### src/sv/ddr_pkg.sv
`timescale 1ns / 1ps

package ddr_pkg;

    // field and register widths
    localparam int CHAN_W     = 10;
    localparam int TIME_W     = 10;
    localparam int SAMP_W     = 16;
    localparam int FREQ_W     = 20;
    localparam int SCALE_W    = 40;
    localparam int SHIFT_W    = 13;
    localparam int CFG_IDX_W  = 2;
    localparam int CFG_DATA_W = 40;
    localparam int IN_DATA_W  = 40;
    localparam int OUT_DATA_W = 40;

    // frequency range and shift limit
    localparam logic [FREQ_W-1:0]  FREQ_MAX        = 20'hFFFFF;
    localparam logic [SHIFT_W-1:0] MAX_SHIFT_LIMIT = 13'd4096;

    // reciprocal of f^2: floor(2^56 / F^2), 57 quotient bits
    localparam int SQ_W       = 2 * FREQ_W;
    localparam int Q_W        = 57;
    localparam int DIV_STAGES = Q_W;

    // delay product: mag * scale, split into halves
    localparam int MAG_LO_W = 29;
    localparam int MAG_HI_W = Q_W - MAG_LO_W;
    localparam int SC_LO_W  = 20;
    localparam int SC_HI_W  = SCALE_W - SC_LO_W;
    localparam int PROD_W   = Q_W + SCALE_W;
    localparam int DLY_W    = PROD_W - 48;

    // reset values
    localparam logic [FREQ_W-1:0]  START_FREQ_RST   = 20'd204800;
    localparam logic [FREQ_W-1:0]  CHANNEL_STEP_RST = 20'hFFF9C;
    localparam logic [SCALE_W-1:0] DELAY_SCALE_RST  = '0;
    localparam logic [SHIFT_W-1:0] MAX_SHIFT_RST    = '0;

    // register indexes
    typedef enum logic [CFG_IDX_W-1:0] {
        REG_START_FREQ   = 2'd0,
        REG_CHANNEL_STEP = 2'd1,
        REG_DELAY_SCALE  = 2'd2,
        REG_MAX_SHIFT    = 2'd3
    } cfg_reg_t;

    typedef struct packed {
        logic [FREQ_W-1:0]  start_freq;
        logic [FREQ_W-1:0]  channel_step;
        logic [SCALE_W-1:0] delay_scale;
        logic [SHIFT_W-1:0] max_shift;
    } cfg_t;

    // fields that ride along the pipeline
    typedef struct packed {
        logic [CHAN_W-1:0]        chan;
        logic [TIME_W-1:0]        tbin;
        logic signed [SAMP_W-1:0] samp;
    } meta_t;

    typedef struct packed {
        logic            qb;
        logic [SQ_W-1:0] rem;
    } div_step_t;

    // one restoring division step
    function automatic div_step_t div_step(input logic [SQ_W-1:0] rem,
                                           input logic [SQ_W-1:0] d,
                                           input logic nbit);
        logic [SQ_W:0] sh;
        logic [SQ_W:0] diff;
        div_step_t     res;
        sh   = {rem, nbit};
        diff = sh - {1'b0, d};
        if (sh >= {1'b0, d})
        begin
            res.qb  = 1'b1;
            res.rem = diff[SQ_W-1:0];
        end
        else
        begin
            res.qb  = 1'b0;
            res.rem = sh[SQ_W-1:0];
        end
        return res;
    endfunction

endpackage

### src/sv/ddr_front.sv
`timescale 1ns / 1ps

module ddr_front (
    input  logic            clk,
    input  logic            rst_n,
    input  logic            en,
    input  ddr_pkg::cfg_t   cfg,
    input  logic            in_valid,
    input  ddr_pkg::meta_t  in_meta,
    output logic            out_valid,
    output logic [ddr_pkg::SQ_W-1:0] sq_ch,
    output logic [ddr_pkg::SQ_W-1:0] sq_ref,
    output ddr_pkg::meta_t  out_meta
);
    import ddr_pkg::*;

    logic                     v1_reg, v2_reg, v3_reg;
    meta_t                    m1_reg, m2_reg, m3_reg;
    logic signed [30:0]       prod_reg;
    logic signed [30:0]       prod_next;
    logic signed [31:0]       fsum;
    logic [FREQ_W-1:0]        fcode_next, fref_next;
    logic [FREQ_W-1:0]        fcode_reg, fref_reg;
    logic [SQ_W-1:0]          sqc_reg, sqr_reg;

    // channel offset
    assign prod_next = $signed({1'b0, in_meta.chan}) * $signed(cfg.channel_step);

    // channel frequency, clamped to the code range
    always_comb
    begin
        fsum = $signed({12'b0, cfg.start_freq}) + 32'(prod_reg);
        if (fsum < 32'sd1)
            fcode_next = 20'd1;
        else if (fsum > $signed({12'b0, FREQ_MAX}))
            fcode_next = FREQ_MAX;
        else
            fcode_next = fsum[FREQ_W-1:0];
        fref_next = (cfg.start_freq == '0) ? 20'd1 : cfg.start_freq;
    end

    // valid bits
    always_ff @(posedge clk or negedge rst_n)
    begin
        if (!rst_n)
        begin
            v1_reg <= 1'b0;
            v2_reg <= 1'b0;
            v3_reg <= 1'b0;
        end
        else if (en)
        begin
            v1_reg <= in_valid;
            v2_reg <= v1_reg;
            v3_reg <= v2_reg;
        end
    end

    // payload stages
    always_ff @(posedge clk)
    begin
        if (en)
        begin
            m1_reg    <= in_meta;
            prod_reg  <= prod_next;
            m2_reg    <= m1_reg;
            fcode_reg <= fcode_next;
            fref_reg  <= fref_next;
            m3_reg    <= m2_reg;
            sqc_reg   <= fcode_reg * fcode_reg;
            sqr_reg   <= fref_reg * fref_reg;
        end
    end

    assign out_valid = v3_reg;
    assign sq_ch     = sqc_reg;
    assign sq_ref    = sqr_reg;
    assign out_meta  = m3_reg;

endmodule

### config.mk
export PLATFORM = sky130hd
export DESIGN_NAME = ddr_front
export DESIGN_NICKNAME = d
export VERILOG_FILES = /design/src/sv/ddr_pkg.sv /design/src/sv/ddr_front.sv
export SDC_FILE = /design/constraint.sdc
export NUM_CORES = 2
export LEC_CHECK = 0
export ABC_CLOCK_PERIOD_IN_PS = 9550
export BUFFER_PORTS_ARGS = -buffer_cell sky130_fd_sc_hd__buf_2
export CAP_MARGIN = 0
export CORE_UTILIZATION = 60
export CTS_CLUSTER_DIAMETER = 80
export DETAILED_ROUTE_END_ITERATION = 8
export GPL_ROUTABILITY_DRIVEN = 0
export PLACE_DENSITY_LB_ADDON = 0.1
export SYNTH_ARGS = -nofsm -noshare
export SYNTH_HDL_FRONTEND = slang
export SYNTH_SLANG_ARGS = --single-unit
### constraint.sdc
create_clock -name clk -period 9.55 [get_ports clk]
set_input_delay 0.955 -clock clk [delete_from_list [all_inputs] [get_ports clk]]
set_output_delay 0.955 -clock clk [all_outputs]
set_load 0.05 [all_outputs]
# ---- Word level (Yosys, flattened, before mapping)
# Index checks and enable logic that the tools add are counted.
dict set report classes {
  n_addsub 1
  order_cmp 2
  muxes 1
  n_reduce_logical 2
  n_mul 3
}
# op n
set op_table {}
lappend op_table {{$mul 20x20->40} 2}
lappend op_table {{$add 21x31->32} 1}
lappend op_table {{$gt 32x21->1 const B} 1}
lappend op_table {{$lt 32x2->1 const B} 1}
lappend op_table {{$mul 11x20->31} 1}
lappend op_table {{$logic_not 20->1} 1}
lappend op_table {{$mux 20} 1}
lappend op_table {{$reduce_or 2->1} 1}
dict set report word_totals {
  in_bits 133
  register_bits 262
  elab_cells 27
  output_inout_bits 117
}

# ---- Logic depth before layout (Yosys ltp)
dict set report logic_depth {
  depth_word 3
  mapped_depth 28
  depth_no_buf 25
}

# ---- Worst setup path before layout
# No wires, ideal clock.
dict set report synth_timing {
  path_type {reg-to-reg}
  start {register fref_reg[4]}
  end {register sqr_reg[39], in the netlist sq_ref[39] (data pin)}
  required_ns 9.290
  n_path_buf 3
  stages_incl_launch_ff 27
  setup_ns 0.260
  period_less_slack_ns 7.124
  arrival_time_ns 6.864
  path_slack_ns 2.426
  cell_sequence {edfxtp_1 clkbuf_1 clkbuf_1 nand2_1 fa_1 inv_1 fa_1 inv_1 fa_1 inv_1 fa_1 fa_1 fa_1 inv_1 fa_1 inv_1 ha_1 clkbuf_1 nand4_1 or4_1 a2111o_1 o211ai_1 o211ai_1 a21oi_1 a211o_1 a21oi_1 xnor2_1}
}
dict set report synth_via {
  elab_chain_cells 1
}
# item line_no
set synth_lines {}
lappend synth_lines {{start, declared} ddr_front.sv:23} ;# logic [FREQ_W-1:0] fcode_reg, fref_reg;
lappend synth_lines {{start signal, assigned} ddr_front.sv:68} ;# fref_reg <= fref_next;
lappend synth_lines {{$mul 20x20->40} ddr_front.sv:71} ;# sqr_reg <= fref_reg * fref_reg;
lappend synth_lines {{end signal, assigned} ddr_front.sv:71}
lappend synth_lines {{end, declared} ddr_front.sv:24} ;# logic [SQ_W-1:0] sqc_reg, sqr_reg;
# Every way passes these cells.
# A chain may end at the register's enable or synchronous reset.

# ---- Final worst setup path
dict set report layout_timing {
  start {register fref_reg[11]}
  end {register sqr_reg[37], in the netlist sq_ref[37] (data pin)}
}
# Same word-level chain as after synthesis.

==> qor.csv <==
metric;value;unit
die-area;0.0675;sq mm
antenna_found_initial;14;
grt_max_degree;125;
ys.warnings.count;0;
maxSlewHeadroom;30.3;%
post-route-min-period;8.13;ns
synth_common_cells;inv_1, fa_1, ha_1;
end_kind;register;
cts-root-buf;clkbuf_16;
synth_cell_types;72;
initialDrtViolationCount;1378;
worstPathRequired;9.88;ns
start_util;60.6;%
cp_cell_sequence;nand2_1 -> fa_1 -> inv_1 -> fa_1 -> inv_1 -> fa_1 -> inv_1 -> fa_1 -> fa_1 -> fa_1 -> inv_1 -> fa_1 -> inv_1 -> ha_1 -> nand4_1 -> or4_1 -> a2111o_1 -> o211ai_1 -> o211ai_1 -> a21oi_1 -> a21oi_1 -> o21bai_1 -> xor2_1;
rrSetupSlack;1.42;ns
yosys.area.top_type_share;37.0;%
cts_max_level;2;
synth_area_per_cell;10.2;sq um
core-area;0.0657;sq mm
dp.cells;4822;
crit_top_cell;fa_1;
via_count;26157;
min_path_type;primary input to async pin;
drt_wl_total;81700;microns
io_pins;250;
cts.sinks;260;
final_area;0.0426;sq mm
slew_violations;0;
rsz0062_at_grt;false;
placed_area;0.0415;sq mm
cts.clk_slew.worst_paths;0.06;ns
drt_pass1_iterations;5;
ant_nets;0;
cts_resized;0;
synth-edff-count;257;
yosys-top-cells-area;fa_1, edfxtp_1, ha_1, inv_1, and2_1;
hold_violations;0;
syn_to_final_growth;6.87;%
clk_path_buf_depth;3;
dp_hpwl;66200;microns
synth_flop_cell;edfxtp_1;
startpoint_type;register;
worstSkewPairLatency;0.58;ns
viasPerCell;5.35;
clock.fmax;123;MHz
grt_usage;25.7;%
cap_violations;0;
die_x;260;microns
crit_type;register to register;
fp.dieH;260;microns
max_stage_delay;0.97;ns
num_rows;94;
ys_seq_elements;260;
setup_tns;0;ns
grt_pass1_vias;27752;
path_max_fanout;20;
wl_per_cell;16.7;microns
fin_worst_skew;0.0348;ns
synthArstFlopShare;1.15;%
portBuffers;194;
crit_slowest_cell;edfxtp_1;
fin_nets;5256;
stdcell_count;4891;
drive_above_1_share;7.22;%
cts_buffers;35;
critPathArrivalTime;8.45;ns
post-synth-top-count-cell;inv_1;
ctsHoldBuffers;0;
yosysTopAreaCell;fa_1;
finalSetupViolations;0;
grt_pass1_wl;137000;microns
cts_tree;built;
synth_cells;3902;
timing.final.crit_share;85.1;%
status;completed;
worst_pin_slew;1.05;ns
grt_overflow_total;0;
post_cts_buffers;0;
syn-cell-area;0.0399;sq mm
drc;0;
seq_area_frac_synth;19.6;%
[critical path: cells and delay by family, from the launching register on]
family	cells	cell delay, ns
flops	1	0.97
fa+ha+maj	8	3.92
compound gates	6	1.74
simple gates	3	0.88
buf+inv	5	0.24
xor+xnor	1	0.09
[kinds of logic after synthesis]
logic type / share of synthesized area, %
compound gates: 6.49
xor+xnor: 3.19
fa+ha+maj: 49.3
buf+inv: 10.1
flops: 19.6
mux: 0.245
other cells: 0.00941
simple gates: 11.1
[layout make-up]
class	instances	area (sq um)
well taps	864	1080
fillers	5394	23200
multi-input cells	2574	28000
diodes	8	20.0
clock buffers	40	895
flip-flops and latches	260	7790
clock inverters	21	219
inverters	910	3420
repair buffers	214	1130
[metal layers]
metal	vias up	wire (microns)	track usage [%]
met5	-	69	0
met4	10	2000	6.52
met3	127	4390	3.93
met2	567	39400	43.3
met1	13138	35800	34.9
li1	12315	-	-
[layout by cell type (no fill, tap or decap), types with 78 or more instances in the layout]
master	synthesis	routed
nor2_1	78	78
xnor2_1	98	98
ha_1	391	391
nand2_1	384	384
inv_1	910	910
and2_1	263	263
buf_2	3	193
edfxtp_1	257	257
a21oi_1	137	137
fa_1	737	737
[through the flow]
step	util [%]	hold slack (ns)	setup WS, ns
after global placement	63.1	0.400	1.54
after global routing	64.8	0.169	1.06
after CTS	64.8	0.160	1.46
final	64.8	0.192	1.42
after floorplan	-	0.400	2.43
after detailed placement	63.1	0.405	1.47
[worst paths after layout]
check                                    endpoint                       start  depth (start not counted)
setup / recovery             sq_ref[37]$_DFFE_PP_  fref_reg[11]$_SDFFCE_PN0P_                         23
min in group clk           out_meta[33]$_DFFE_PP_        m2_reg[33]$_DFFE_PP_                          0
hold / removal                 v1_reg$_DFFE_PN0P_                       rst_n                          1
max in group asynchronous      v2_reg$_DFFE_PN0P_                       rst_n                          1
hold reg to reg            out_meta[33]$_DFFE_PP_        m2_reg[33]$_DFFE_PP_                          0
setup reg to reg             sq_ref[37]$_DFFE_PP_  fref_reg[11]$_SDFFCE_PN0P_                         23
Power is not shown: default switching activity piles up to over one toggle a cycle in this logic, so the estimate is an artifact.
